==> config.mk <==
export PLATFORM = sky130hd
export DESIGN_NAME = mfde_queue
export DESIGN_NICKNAME = d
export VERILOG_FILES = /design/src/rtl/core/mfde_pkg.sv /design/src/rtl/core/mfde_queue.sv
export SDC_FILE = /design/constraint.sdc
export NUM_CORES = 1
export LEC_CHECK = 0
export BUFFER_PORTS_ARGS = -buffer_cell sky130_fd_sc_hd__buf_2
export CAP_MARGIN = 25
export CORE_UTILIZATION = 50
export CTS_CLUSTER_SIZE = 40
export DETAILED_ROUTE_END_ITERATION = 8
export PLACE_DENSITY_LB_ADDON = 0.08
export SETUP_SLACK_MARGIN = 0.5
export SKIP_CTS_REPAIR_TIMING = 1
export SLEW_MARGIN = 20
export SYNTH_ARGS = -nofsm -noshare
export SYNTH_HDL_FRONTEND = slang
export SYNTH_SLANG_ARGS = --single-unit
export TNS_END_PERCENT = 10
==> constraint.sdc <==
create_clock -name i_clk -period 4.7 [get_ports i_clk]
set_clock_uncertainty 0.2 [all_clocks]
set_input_delay 0.705 -clock i_clk [delete_from_list [all_inputs] [get_ports i_clk]]
set_output_delay 0.705 -clock i_clk [all_outputs]
set_load 0.05 [all_outputs]
==> src/rtl/core/mfde_pkg.sv <==
`timescale 1ns / 1ps
// ----------------------------------------------------------------------------
// mfde_pkg: shared types and codes of the frame store drawing engine
// Request and pen codes, the queued command beat and the default panel size.
// ----------------------------------------------------------------------------
package mfde_pkg;

    // Default panel geometry in pixels.
    localparam int DEF_PANEL_WIDTH  = 128;
    localparam int DEF_PANEL_HEIGHT = 64;

    // Request codes on the command port.
    localparam logic [1:0] REQ_PLOT = 2'd0;
    localparam logic [1:0] REQ_LINE = 2'd1;
    localparam logic [1:0] REQ_FILL = 2'd2;
    localparam logic [1:0] REQ_READ = 2'd3;

    // Pen codes; the last one leaves the store untouched.
    localparam logic [1:0] PEN_SET    = 2'd0;
    localparam logic [1:0] PEN_ERASE  = 2'd1;
    localparam logic [1:0] PEN_INVERT = 2'd2;
    localparam logic [1:0] PEN_KEEP   = 2'd3;

    // Command queue between the front and back parts.
    localparam int QUEUE_AW    = 1;
    localparam int QUEUE_DEPTH = 1 << QUEUE_AW;

    // Kind of work that the back part carries out.
    typedef enum logic [1:0] {
        KIND_WALK,
        KIND_FILL,
        KIND_READ
    } t_kind;

    // One classified command beat.
    typedef struct packed {
        t_kind      kind;
        logic       walk_rows;  // step along rows at a fixed column
        logic       use_div;    // sloped line: slope step needs dividing
        logic       slope_neg;  // per-column step of the row is negative
        logic       rd_zero;    // read outside the panel returns zero
        logic [7:0] col;        // first column, or column to read
        logic [7:0] row;        // first row, or page to read
        logic [7:0] last;       // last column or last row of the walk
        logic [7:0] dvd;        // magnitude of the row difference
        logic [7:0] dvs;        // magnitude of the column difference
        logic [1:0] pen;
    } t_cmd;

endpackage

==> src/rtl/core/mfde_queue.sv <==
`timescale 1ns / 1ps
// ----------------------------------------------------------------------------
// mfde_queue: command queue
// A short first-in first-out buffer of classified command beats between the
// front and back parts.
// ----------------------------------------------------------------------------
module mfde_queue (
    input  logic           i_clk,
    input  logic           i_rst_n,
    input  logic           i_push,
    input  mfde_pkg::t_cmd i_data,
    input  logic           i_pop,
    output logic           o_full,
    output logic           o_valid,
    output mfde_pkg::t_cmd o_data
);
    import mfde_pkg::*;

    t_cmd                r_slot [QUEUE_DEPTH];
    logic [QUEUE_AW-1:0] r_wp;
    logic [QUEUE_AW-1:0] r_rp;
    logic [QUEUE_AW:0]   r_cnt;
    logic                do_push;
    logic                do_pop;

    assign o_full  = (r_cnt == (QUEUE_AW + 1)'(QUEUE_DEPTH));
    assign o_valid = (r_cnt != '0);
    assign o_data  = r_slot[r_rp];
    assign do_push = i_push && !o_full;
    assign do_pop  = i_pop && o_valid;

    // Pointers and fill count.
    always_ff @(posedge i_clk) begin
        if (!i_rst_n) begin
            r_wp  <= '0;
            r_rp  <= '0;
            r_cnt <= '0;
        end else begin
            if (do_push) begin
                r_wp <= r_wp + 1'b1;
            end
            if (do_pop) begin
                r_rp <= r_rp + 1'b1;
            end
            if (do_push && !do_pop) begin
                r_cnt <= r_cnt + 1'b1;
            end else if (do_pop && !do_push) begin
                r_cnt <= r_cnt - 1'b1;
            end
        end
    end

    // Entry storage.
    always_ff @(posedge i_clk) begin
        if (do_push) begin
            r_slot[r_wp] <= i_data;
        end
    end

endmodule

After elaboration in Yosys (flattened, before gate mapping) --
Memory sizes are Yosys's and may differ from the RTL's. A register that Yosys moved wholly into a read port is not among the register bits. Cells that the tools add are included.
Operators by class: muxes and demuxes 6, add/subtract/negate cells 4, equality and inequality tests 1, reduce and logical (&&, ||, !) cells 9
Operator list (number):
- $logic_and 1x1->1 | 4
- $mux 1 | 4
- $mux 2 | 2
- $reduce_bool 2->1 | 2
- $logic_not 1->1 | 3
- $add 1x1->1 const B | 2
- $add 2x1->2 const B | 1
- $eq 2x2->1 const B | 1
- $sub 2x1->2 const B | 1
Storage, ports and cells: bits in writable memories 96, memories kept 1, output and inout port bits 50, word-level logic and storage cells 24, register bits 4, bits of input ports 52
Memory list:
- r_slot | depth 2, width 48, read ports 1, clocked after Yosys merged registers in 1, wr ports 1, RTL line mfde_queue.sv:19 | t_cmd r_slot [QUEUE_DEPTH];

Depth between registers and ports, before layout --
word-level depth 7, gate-level depth with buffers 7, mapped depth without buffers 7

Worst setup path after synthesis --
Ideal clock, no wire load.
path type input to register, from in i_push, to mem r_slot[0][0] in the netlist's numbering, enable pin, stages on the path 2, buffers on the path 0, setup slack 1367 ps, arrival 2687 ps, data required time 4053 ps, library setup time 447 ps, path through inv_1 nor3_2
On the way: longest elaborated chain between the ends 3
RTL lines:
- from (decl) | RTL line mfde_queue.sv:10 | input logic i_push,
- $logic_and 1x1->1 | RTL line mfde_queue.sv:29 | assign do_push = i_push && !o_full;
- $mux 1 | RTL line mfde_queue.sv:55 | if (do_push) begin
- $mux 1 (not written as such) | RTL line mfde_queue.sv:56 | r_slot[r_wp] <= i_data;
- to (decl) | RTL line mfde_queue.sv:19
Every way passes these cells.

==> results.py <==
metrics = {
    "clock_network": {
        "clk_latency_ns": 0.34,
        "cts_tree": "done",
        "cts.sinks": 101,
        "root_buffer": "clkbuf_8",
        "htreeDepth": 3,
        "clk_pin_slew_worst_paths_ns": 0.09,
        "cts_buffers": 9,
        "clock_path_buffers": 2,
    },
    "placement": {
        "dp_hpwl_um": 3954,
        "dpl-instance-area_sq_um": 4352,
        "dp.cells": 371,
        "io_buffers": 101,
        "globalplace.congestion": 0.6783,
    },
    "timing": {
        "drv_slew": 0,
        "slew_headroom_pct": 61.28,
        "final.period_utilization_pct": 63.65,
        "tns_ns": 0,
        "period_minus_slack_ns": 2.992,
        "setup_viol": 0,
        "finalHoldViolCount": 0,
        "rsz0062_at_grt": "false",
        "clock.fmax_mhz": 334.3,
        "max_slew.worst_pin.slew_ns": 0.5789,
    },
    "worst_setup_path": {
        "critPathBufInv": 2,
        "crit_chain": "buf_4, mux2_2, buf_2",
        "critPathMaxFanout": 27,
        "start_kind": "flip-flop",
        "crit_arrival_ns": 2.09,
        "required_ns": 3.80,
        "end_kind": "output pin",
        "cp_top_family": "flip-flops",
        "crit_type": "reg -> out",
        "slowest_delay_ns": 0.68,
        "crit_slowest_cell": "dfxtp_2",
    },
    "synthesis": {
        "synth_seq_cells": 101,
        "synth_warnings": 0,
        "synth_area_sq_um": 3697,
        "syn_nets": 227,
        "synth_cells": 174,
        "seq_area_frac_synth_pct": 80.68,
        "synth.distinct_cells": 23,
        "synth_area_per_cell_sq_um": 21.25,
    },
    "routing": {
        "routed_via_density": 4.876,
        "drt_iter0_drc": 62,
        "route.detailed.drc": 0,
        "totalWireLength_um": 5892,
        "ant_nets": 0,
        "firstDrtPassIters": 4,
        "vias": 1887,
        "wl_per_cell_um": 15.22,
    },
    "final_layout": {
        "nets": 339,
        "syn2layout_area_growth_pct": 23.49,
        "fillers": 531,
        "drive_gt1_share_pct": 52.92,
        "fin_area_sq_um": 4566,
        "n_antenna_cell": 0,
        "final_cells": 387,
        "utilization_pct": 65.39,
    },
    "global_routing": {
        "grt_use_total_pct": 16.16,
        "grt_pass1_vias": 1944,
        "grt_overflow": 0,
        "antenna_found_initial": 0,
        "grt_max_degree": 28,
        "grt_pass1_wl_um": 8976,
    },
    "power_and_ir_drop": {
        "leakage_nw": 1.722,
        "power.share.clock_pct": 20.7,
        "p_seq_share_pct": 42.5,
        "p_comb_share_pct": 36.8,
        "switching_share_pct": 38.35,
        "power_density_nw_per_um2": 611.3,
        "ir_worst_vdd_v": 0.0003676,
        "intPower_w": 0.001721,
        "p_sw_w": 0.001070,
    },
    "flow_run": {
        "maxCapViolCount": 0,
    },
    "floorplan": {
        "fp.dieArea_sq_um": 7742,
        "core-area_sq_um": 6982,
        "start_util_pct": 52.96,
        "die_w_um": 87.99,
        "num_rows": 30,
        "die_h_um": 87.99,
        "pin_count": 102,
    },
    "hold_path": {
        "hold_path_class": "reg -> reg",
    },
    "outcome": {
        "status": "completed",
    },
}
## cell usage after synthesis (all sizes together)
library cell  instances  share of area [%]
edfxtp               96                 78
mux2                 48                 15
buf                   5                1.0
dfxtp                 5                2.7
and2                  3               0.51
a21boi                2               0.41
inv                   2               0.20
o21ai                 2               0.27
xnor2                 2               0.47
and3                  1               0.17
ha                    1               0.34
nand2b                1               0.17
nor2                  1               0.10
nor3                  1               0.27
o21a                  1               0.20
or2                   1               0.17
or3                   1               0.17
xor2                  1               0.24
## flip-flops by register name (all words and copies together) (netlist names), named ones only
register and count:
r_slot 96, r_wp 1, r_cnt 2, r_rp 1
## final timing paths
kind,from,to,slack [ns],cells after the start
max,flip-flop,o_data[27],1.71,3
min reg2reg,r_cnt[1],r_cnt[1],0.33,2
min,r_cnt[1],r_cnt[1],0.33,2
max reg2reg,r_cnt[0],r_slot[1][9],2.53,3
## per-stage QoR
step / power, W / hold WS, ns / worst slack [ns]
after CTS: 0.002821 / 0.3200 / 1.655
after global routing: 0.002905 / 0.3145 / 1.570
after detailed placement: 0.002246 / 0.3195 / 2.040
after global placement: 0.002224 / 0.3015 / 1.965
final: 0.002791 / 0.3344 / 1.708
after floorplan: 0.002015 / 0.2785 / 1.367
## cells in the final DEF (no fill, tap or decap), drive strengths merged
cell type / instances
a21boi: 2
and2: 3
and3: 1
buf: 106
bufinv: 2
clkbuf: 10
clkinv: 2
clkinvlp: 1
dfxtp: 5
edfxtp: 96
ha: 1
inv: 3
mux2: 48
nand2b: 1
nor2: 1
nor3: 1
o21a: 1
o21ai: 2
or2: 1
or3: 1
xnor2: 2
xor2: 1
## worst reg2reg max path: cells and delay by family, from the launching register on
kind,cells,cell delay (ns)
DFF,1,0.42
buffers and inverters,1,0.46
and+or+nand+nor,2,0.76
## cell type report
class / instances / area, sq um / share of cell area (%)
flip-flops and latches: 101 / 2984 / 65.36
repair buffers: 106 / 563.0 / 12.33
inverters: 2 / 7.507 / 0.1644
clock buffers: 10 / 127.6 / 2.795
well taps: 96 / 120.1 / 2.631
clock inverters: 6 / 86.33 / 1.891
multi-input cells: 66 / 676.9 / 14.83
## routing by layer
layer  track usage (%)  vias up  share of wire, %
li1                  -      905                 -
met4             6.706        0              0.59
met3             4.807        5               6.5
met5                 0        -                 0
met2             28.40       67                51
met1             18.40      910                41
## power by group through the flow
| stage | sequential [W] | clock, W | combinational, W |
|---|---|---|---|
| after global routing | 0.00120 | 0.000621 | 0.00108 |
| final | 0.00119 | 0.000576 | 0.00103 |
| after detailed placement | 0.00121 | 0 | 0.00103 |
| after global placement | 0.00121 | 0 | 0.00102 |
| after CTS | 0.00119 | 0.000592 | 0.00104 |
| after floorplan | 0.00118 | 0 | 0.000835 |
## cell families after synthesis
| group | Yosys count | share of synthesized area (%) |
|---|---|---|
| XOR/XNOR | 3 | 0.7108 |
| buffers and inverters | 7 | 1.218 |
| flip-flops | 101 | 80.68 |
| adder cells (fa/ha/maj) | 1 | 0.3384 |
| AND/OR/NAND/NOR | 9 | 1.557 |
| AO/OA/AOI/OAI | 5 | 0.8798 |
| multiplexers | 48 | 14.62 |
(Power assumes the default switching activity.)
