==> config.mk <==
export PLATFORM = sky130hd
export DESIGN_NAME = mfde_front
export DESIGN_NICKNAME = d
export VERILOG_FILES = /design/src/rtl/core/mfde_pkg.sv /design/src/rtl/core/mfde_front.sv
export SDC_FILE = /design/constraint.sdc
export NUM_CORES = 1
export LEC_CHECK = 0
export BUFFER_PORTS_ARGS = -buffer_cell sky130_fd_sc_hd__buf_2
export CORE_AREA = 3 3 69 71
export DETAILED_ROUTE_END_ITERATION = 10
export DIE_AREA = 0 0 72 74
export PLACE_DENSITY = 0.78
export SLEW_MARGIN = 20
export SYNTH_ARGS = -nofsm -noshare
export SYNTH_HDL_FRONTEND = slang
export SYNTH_SLANG_ARGS = --single-unit
==> constraint.sdc <==
create_clock -name vclk -period 3.4
set_clock_uncertainty 0.1 [all_clocks]
set_input_delay 0.68 -clock vclk [all_inputs]
set_output_delay 0.68 -clock vclk [all_outputs]
set_load 0.02 [all_outputs]
==> src/rtl/core/mfde_pkg.sv <==
`timescale 1ns / 1ps
// ----------------------------------------------------------------------------
// mfde_pkg: shared types and codes of the frame store drawing engine
// Request and pen codes, the queued command beat and the default panel size.
// ----------------------------------------------------------------------------
package mfde_pkg;

    // Default panel geometry in pixels.
    localparam int DEF_PANEL_WIDTH  = 128;
    localparam int DEF_PANEL_HEIGHT = 64;

    // Request codes on the command port.
    localparam logic [1:0] REQ_PLOT = 2'd0;
    localparam logic [1:0] REQ_LINE = 2'd1;
    localparam logic [1:0] REQ_FILL = 2'd2;
    localparam logic [1:0] REQ_READ = 2'd3;

    // Pen codes; the last one leaves the store untouched.
    localparam logic [1:0] PEN_SET    = 2'd0;
    localparam logic [1:0] PEN_ERASE  = 2'd1;
    localparam logic [1:0] PEN_INVERT = 2'd2;
    localparam logic [1:0] PEN_KEEP   = 2'd3;

    // Command queue between the front and back parts.
    localparam int QUEUE_AW    = 1;
    localparam int QUEUE_DEPTH = 1 << QUEUE_AW;

    // Kind of work that the back part carries out.
    typedef enum logic [1:0] {
        KIND_WALK,
        KIND_FILL,
        KIND_READ
    } t_kind;

    // One classified command beat.
    typedef struct packed {
        t_kind      kind;
        logic       walk_rows;  // step along rows at a fixed column
        logic       use_div;    // sloped line: slope step needs dividing
        logic       slope_neg;  // per-column step of the row is negative
        logic       rd_zero;    // read outside the panel returns zero
        logic [7:0] col;        // first column, or column to read
        logic [7:0] row;        // first row, or page to read
        logic [7:0] last;       // last column or last row of the walk
        logic [7:0] dvd;        // magnitude of the row difference
        logic [7:0] dvs;        // magnitude of the column difference
        logic [1:0] pen;
    } t_cmd;

endpackage

==> src/rtl/core/mfde_front.sv <==
`timescale 1ns / 1ps
// ----------------------------------------------------------------------------
// mfde_front: command classifier
// Turns an accepted command into a walk, fill or read beat for the queue and
// drops commands whose pen leaves the store unchanged.
// ----------------------------------------------------------------------------
module mfde_front #(
    parameter int PANEL_WIDTH  = mfde_pkg::DEF_PANEL_WIDTH,
    parameter int PANEL_HEIGHT = mfde_pkg::DEF_PANEL_HEIGHT
) (
    input  logic          i_accept,
    input  logic [1:0]    i_req_type,
    input  logic [7:0]    i_x_start,
    input  logic [7:0]    i_y_start,
    input  logic [7:0]    i_x_end,
    input  logic [7:0]    i_y_end,
    input  logic [1:0]    i_pen,
    output logic          o_push,
    output mfde_pkg::t_cmd o_cmd
);
    import mfde_pkg::*;

    localparam int PAGES = (PANEL_HEIGHT + 7) / 8;

    logic       x_eq;
    logic       y_eq;
    logic       x_lt;
    logic       y_lt;
    logic [7:0] lo_x;
    logic [7:0] hi_x;
    logic       no_change;

    // Orderings of the two end points.
    assign x_eq = (i_x_start == i_x_end);
    assign y_eq = (i_y_start == i_y_end);
    assign x_lt = (i_x_start < i_x_end);
    assign y_lt = (i_y_start < i_y_end);
    assign lo_x = x_lt ? i_x_start : i_x_end;
    assign hi_x = x_lt ? i_x_end : i_x_start;

    // Drawing with the unused pen code is accepted but does nothing.
    assign no_change = (i_pen == PEN_KEEP) && (i_req_type != REQ_READ);
    assign o_push    = i_accept && !no_change;

    // Classify the request.
    always_comb begin
        o_cmd           = '0;
        o_cmd.kind      = KIND_WALK;
        o_cmd.col       = i_x_start;
        o_cmd.row       = i_y_start;
        o_cmd.last      = i_x_start;
        o_cmd.pen       = i_pen;
        unique case (i_req_type)
            REQ_PLOT: begin
                o_cmd.kind = KIND_WALK;
            end
            REQ_LINE: begin
                if (y_eq) begin
                    // Horizontal line, or a single point.
                    o_cmd.col  = lo_x;
                    o_cmd.last = hi_x;
                end else if (x_eq) begin
                    // Vertical line walks the rows.
                    o_cmd.walk_rows = 1'b1;
                    o_cmd.row       = y_lt ? i_y_start : i_y_end;
                    o_cmd.last      = y_lt ? i_y_end : i_y_start;
                end else begin
                    // Sloped line walks the columns from the left end.
                    o_cmd.use_div   = 1'b1;
                    o_cmd.col       = lo_x;
                    o_cmd.last      = hi_x;
                    o_cmd.row       = x_lt ? i_y_start : i_y_end;
                    o_cmd.dvd       = y_lt ? (i_y_end - i_y_start) : (i_y_start - i_y_end);
                    o_cmd.dvs       = hi_x - lo_x;
                    o_cmd.slope_neg = y_lt ^ x_lt;
                end
            end
            REQ_FILL: begin
                o_cmd.kind = KIND_FILL;
            end
            REQ_READ: begin
                o_cmd.kind    = KIND_READ;
                o_cmd.rd_zero = ({1'b0, i_x_start} >= 9'(PANEL_WIDTH))
                             || ({1'b0, i_y_start} >= 9'(PAGES));
            end
            default: begin
                o_cmd.kind = KIND_WALK;
            end
        endcase
    end

endmodule

==> impl_metrics.toml, run 1 <==
[status]
status = "aborted with a tool error"
lastStage = "global routing"
tool.error = "[ERROR DPL-0038] Utilization greater than 100%, impossible to legalize"

[clock_network]
cts_hold_buffers = 0

[synthesis]
ys_top_cells_by_area = "ha_1, inv_1, o21ai_0"
synth_area_um2 = 1858
ys_types = 52
netlist.area_leader.share_pct = 16.16
yosys.cell_count.top_type = "inv_1"
ys_seq_area_share_pct = 0
ys_warn_count = 0
synth_common_cells = "inv_1, nor2_1, ha_1, nand2_1, o21ai_0"
synthesis.nets = 350
syn_avg_cell_area_um2 = 6.474
synth_top_cell_by_area = "ha_1"
synthCells = 287

[die]
dieHeight_um = 74
rows = 24
die_w_um = 72
start_util_pct = 43.27
io_pins = 86

[timing]
worstEndpointType = "primary output"
postGrtWorstEndpoint = "o_cmd[8]"

[place]
routabilityCongestion = 0.8990
dp_hpwl_um = 6317
pre_cts_slack_ps = -626.1
port-buffer-count = 86

[global_route]
grt_max_degree = 10
metrics by stage:
step / cells / area, um^2 / utilization, % / hold WS, ps / TNS, ps
global placement: 511 / 3357 / 78.18 / 1493 / -11280
detailed placement: 511 / 3357 / 78.18 / 1496 / -13600
floorplan: 287 / 2187 / - / 1338 / -1781
CTS: 524 / 4084 / 95.10 / 1496 / -6164
logic make-up after synthesis:
family	share of synthesized area, %
AND/OR/NAND/NOR	24.38
AO/OA/AOI/OAI	32.73
adder cells (fa/ha/maj)	18.32
buffers and inverters	12.66
XOR/XNOR	2.357
multiplexers	9.562
repair_timing:
| item | in CTS |
|---|---|
| setup buffers | 12 |
| gates resized for setup | 157 |
| setup endpoints to repair | 38 |
| cloned | 1 |
| pin swaps | 48 |
==> run 2: changes to the inputs <==
--- a/config.mk
+++ b/config.mk
@@ -6,10 +6,10 @@
 export NUM_CORES = 1
 export LEC_CHECK = 0
 export BUFFER_PORTS_ARGS = -buffer_cell sky130_fd_sc_hd__buf_2
-export CORE_AREA = 3 3 69 71
+export CORE_AREA = 3 3 73 75
 export DETAILED_ROUTE_END_ITERATION = 10
-export DIE_AREA = 0 0 72 74
-export PLACE_DENSITY = 0.78
+export DIE_AREA = 0 0 76 78
+export PLACE_DENSITY_LB_ADDON = 0.15
 export SLEW_MARGIN = 20
 export SYNTH_ARGS = -nofsm -noshare
 export SYNTH_HDL_FRONTEND = slang
==> constraint.sdc (replaced) <==
create_clock -name vclk -period 4.4
set_clock_uncertainty 0.1 [all_clocks]
set_input_delay 0.88 -clock vclk [all_inputs]
set_output_delay 0.88 -clock vclk [all_outputs]
set_load 0.02 [all_outputs]
==> impl_metrics.toml, run 2 <==
[detailed_routing]
ant_nets = 0
drc = 0
vias = 2406
wire_per_inst_um = 13.64
drt_iter0_drc = 104
first_pass_iters = 4
vias_per_cell = 5.185
routed_wl_um = 6327

[cells_and_area]
nets = 462
drive_gt1_share_pct = 41.06
synthToLayoutAreaGrowth_pct = 53.06
nClkBuffers = 0
nFlopsAndLatches = 0
seq_area_um2 = 0
final_cell_mix = "buf_2, buf_4, inv_1, nor2_1, nand2_1"
n_antenna_cell = 0
mostFrequentLayoutCell = "buf_2"
layout.cells.non_filler = 464

[die]
rows = 25
die_area_um2 = 5928
start_util_pct = 39.34
die_w_um = 76
dieHeight_um = 78
core_region_area_um2 = 4723
io_pins = 86

[synthesis]
syn_avg_cell_area_um2 = 6.474
ys_warn_count = 0
yosys.cell_count.top_type = "inv_1"
ys_seq_area_share_pct = 0
synthCells = 287
synth_top_cell_by_area = "ha_1"
ys_types = 52
synthesis.nets = 350
synth_area_um2 = 1858
synth_common_cells = "inv_1, nor2_1, ha_1, nand2_1, o21ai_0"
netlist.area_leader.share_pct = 16.16
ys_top_cells_by_area = "ha_1, inv_1, o21ai_0"

[critical_path]
cp_top_family = "compound AO/OA/AOI/OAI gates"
cp.depth = 14
cp_data_arrival_time_ps = 3360
startpoint_type = "primary input"
critPathSlowestCell = "a211o_1"
cp.buffers_inverters = 4
required_ps = 3420
crit_type = "in -> out"
cp_slowest_stage_delay_ps = 320
endpoint_kind = "output port"
crit_chain = "buf_2 > inv_1 > ha_4 > nand2b_1 > a211o_1 > buf_4 > and3_2 > a31oi_2 > ha_2 > o31ai_4 > a211oi_2 > nor3_2 > nor3_2 > buf_4"
cp_max_fo = 5

[timing]
setup_viol = 0
layout_min_cycle_time_ps = 4342
setup_slack_ps = 58.39
tightestPinTransition_ps = 554.7
hold_viol = 0
period_share_pct = 98.67
max_clock_freq_mhz = 230.3
slew_violations = 0
whs_ps = 1906
rsz0062_at_grt = "yes"
slew-limit-headroom_pct = 62.63

[place]
post-place-cells = 459
dp_hpwl_um = 4983
pre_cts_slack_ps = -61.04
port-buffer-count = 86
routabilityCongestion = 0.8899

[global_route]
grt_usage_pct = 18.38
grt_pass1_wl_um = 9459
grt-ovfl-total = 0
antenna_found_initial = 0
grt_max_degree = 16
grt_pass1_vias = 2111

[worst_hold_path]
min_path_type = "in -> out"
hold_depth = 2

[power]
peakVddDrop_mv = 0.05752
power_density_nw_per_um2 = 149.9
power_leakage_uw = 0.001446

[clock_network]
cts_hold_buffers = 0

[flow_run]
cap_violations = 0

[status]
status = "complete, no violations"
run 2: through the flow:
stage | utilization, % | TNS (ps) | instance area, um^2 | power [uW]
floorplan | - | 0 | 1863 | 243.5
global placement | 54.28 | -71.01 | 2564 | 372.7
detailed placement | 54.28 | -170.4 | 2564 | 374.9
CTS | 54.81 | -24.83 | 2589 | 380.9
global route | 60.21 | -259.0 | 2844 | 463.7
finish | 60.21 | 0 | 2844 | 426.4
run 2: final timing paths:
check / start / endpoint / slack (ps)
worst max-delay path: i_x_end[1] / o_cmd[8] / 60
worst min-delay path: i_pen[1] / o_cmd[1] / 1910
run 2: cells by family after synthesis:
| group | Yosys count | share of synthesized area, % |
|---|---|---|
| xor+xnor | 5 | 2.357 |
| compound gates | 90 | 32.73 |
| fa+ha+maj | 26 | 18.32 |
| buf+inv | 56 | 12.66 |
| mux | 17 | 9.562 |
| simple gates | 93 | 24.38 |
run 2: power by group:
group	switching [uW]	internal [uW]
logic	236	190
registers	0	0
clock network	0	0
total	236	190
run 2: layout make-up:
type | instances | area (um^2)
inverters | 41 | 156.4
repair buffers | 125 | 765.7
well taps | 67 | 83.83
multi-input cells | 231 | 1838
fillers | 452 | 1879
run 2: layer usage:
layer  global-route usage, %  share of wire [%]  routed length (um)  vias up
li1                        -                  -                   -     1248
met1                   25.88                 48                3028     1070
met2                   31.83                 45                2855       86
met3                   2.320                6.6                 419        2
met4                       0               0.36                  23        0
met5                       0                  0                   0        -
run 2: repair_timing:
item	4_1_cts	5_1_grt
pin swaps	1	14
setup endpoints to repair	4	9
buffers inserted	1	4
gates resized for setup	4	39
(Power assumes the default switching activity.)
==> run 3: changes to the inputs <==
--- a/config.mk
+++ b/config.mk
@@ -5,11 +5,12 @@
 export SDC_FILE = /design/constraint.sdc
 export NUM_CORES = 1
 export LEC_CHECK = 0
+export ABC_AREA = 1
 export BUFFER_PORTS_ARGS = -buffer_cell sky130_fd_sc_hd__buf_2
-export CORE_AREA = 3 3 73 75
+export CORE_AREA = 3 3 76 78
 export DETAILED_ROUTE_END_ITERATION = 10
-export DIE_AREA = 0 0 76 78
-export PLACE_DENSITY_LB_ADDON = 0.15
+export DIE_AREA = 0 0 79 81
+export PLACE_DENSITY = 0.67
 export SLEW_MARGIN = 20
 export SYNTH_ARGS = -nofsm -noshare
 export SYNTH_HDL_FRONTEND = slang
==> impl_metrics.toml, run 3 <==
[detailed_routing]
vias_per_cell = 4.956
vias = 2686
first_pass_iters = 5
routed_wl_um = 6870
drc = 0
wire_per_inst_um = 12.68
drt_iter0_drc = 150
ant_nets = 0

[die]
dieHeight_um = 81
start_util_pct = 40.09
io_pins = 86
die_w_um = 79
die_area_um2 = 6399
rows = 26
core_region_area_um2 = 5140

[flow_run]
cap_violations = 0

[timing]
slew-limit-headroom_pct = 66.45
slew_violations = 0
setup_viol = 0
hold_viol = 0
max_clock_freq_mhz = 239.5
tightestPinTransition_ps = 501.3
layout_min_cycle_time_ps = 4176
period_share_pct = 94.90
finalSetupTns_ps = 0
setup_slack_ps = 224.3
rsz0062_at_grt = "no"

[place]
placed_area_um2 = 2561
routabilityCongestion = 0.9349
port-buffer-count = 86
dp_hpwl_um = 5662
pre_cts_slack_ps = 138.8

[cells_and_area]
n_antenna_cell = 0
mostFrequentLayoutCell = "nand2_1"
multiInputGateArea_um2 = 1710
synthToLayoutAreaGrowth_pct = 24.53
postLayoutCoreUtil_pct = 49.93
final_cell_mix = "nand2_1, buf_2, inv_1, o21ai_0, a21oi_1"
final_design_area_no_fill_um2 = 2566
seq_area_um2 = 0
n_fill_cell = 594
drive_gt1_share_pct = 24.79
nFlopsAndLatches = 0
nets = 537
nClkBuffers = 0

[critical_path]
crit_type = "in -> out"
cp_max_fo = 9
cp_slowest_stage_delay_ps = 370
required_ps = 3420
critPathSlowestCell = "ha_1"
cp_data_arrival_time_ps = 3200
startpoint_type = "primary input"
crit_chain = "buf_2 > inv_1 > ha_1 > inv_1 > nor3_2 > nand4_1 > nand2_2 > nand2_1 > nor2_4 > o21ai_0 > o311ai_0 > buf_2"
endpoint_kind = "output port"

[power]
power_leakage_uw = 0.001586
power_uw = 385.9
peakVddDrop_mv = 0.06845
power_density_nw_per_um2 = 150.4

[global_route]
grt-ovfl-total = 0
grt_usage_pct = 20.31
grt_max_degree = 27
grt_pass1_wl_um = 10830
antenna_found_initial = 0
grt_pass1_vias = 2360

[synthesis]
yosys.cell_count.top_type = "nand2_1"
ys_warn_count = 0
synth_area_um2 = 2061
ys_types = 38
synthesis.nets = 452
ys_top_cells_by_area = "nand2_1, ha_1, inv_1"
syn_avg_cell_area_um2 = 5.297
ys_seq_area_share_pct = 0
synth_top_cell_by_area = "nand2_1"
synth_common_cells = "nand2_1, inv_1, o21ai_0"
synthCells = 389
netlist.area_leader.share_pct = 20.77

[worst_hold_path]
hold_depth = 2
min_path_type = "in -> out"

[clock_network]
cts_hold_buffers = 0
post_cts_buffers = 0

[status]
status = "complete, no violations"
-- run 3: cell count changes after synthesis, moves of 10 or more --
| cell | delta |
|---|---|
| nand2_1 | +90 |
| inv_1 | +29 |
| nand3_1 | +20 |
| o21ai_0 | +12 |
| mux2i_1 | -11 |
| a21oi_1 | +10 |
-- run 3: where the power goes --
part | switching, uW | internal (uW)
logic | 255 | 131
clock network | 0 | 0
registers | 0 | 0
-- run 3: area by class of cell --
cell class	count	share of cell area, %
Timing Repair Buffer	95	19.41
Multi-Input combinational cell	305	66.65
Inverter	72	10.53
Tap cell	70	3.413
-- run 3: cell families (layout without fill, tap and decap cells) --
| group | count (synthesis) | in the layout | share of synthesized area [%] |
|---|---|---|---|
| and+or+nand+nor | 189 | 189 | 41.59 |
| AOI/OAI and AO/OA | 90 | 90 | 24.65 |
| buffers and inverters | 84 | 167 | 17.24 |
| adders and majority gates | 26 | 26 | 16.52 |
-- run 3: per-layer routing --
metal / track usage, % / wire length [um]
met1: 26.12 / 3010
met2: 38.72 / 3437
met3: 0.5543 / 343
met4: 2.405 / 78
met5: 0 / 0
-- run 3: what timing repair did --
action | in CTS | in global routing
setup endpoints to repair | 0 | 2
resized for setup | 0 | 2
endpoints found under the hold margin | 0 | 0
-- run 3: stage by stage --
| step | hold slack, ps | cells |
|---|---|---|
| after detailed placement | 1899 | 542 |
| after CTS | 1899 | 542 |
| after global routing | 1907 | 542 |
| after floorplan | 1740 | 389 |
| after global placement | 1894 | 542 |
| final | 1898 | 542 |
-- run 3: worst paths after layout --
check,start,to,slack (ps)
worst min-delay path,i_pen[1],o_cmd[1],1900
worst max-delay path,i_y_start[6],o_cmd[25],220
-- run 3: worst max-delay path, delay by kind of cell --
kind | cells | cell delay (ps)
AOI/OAI and AO/OA | 2 | 230
and+or+nand+nor | 5 | 1160
buffers and inverters | 4 | 560
adders and majority gates | 1 | 370
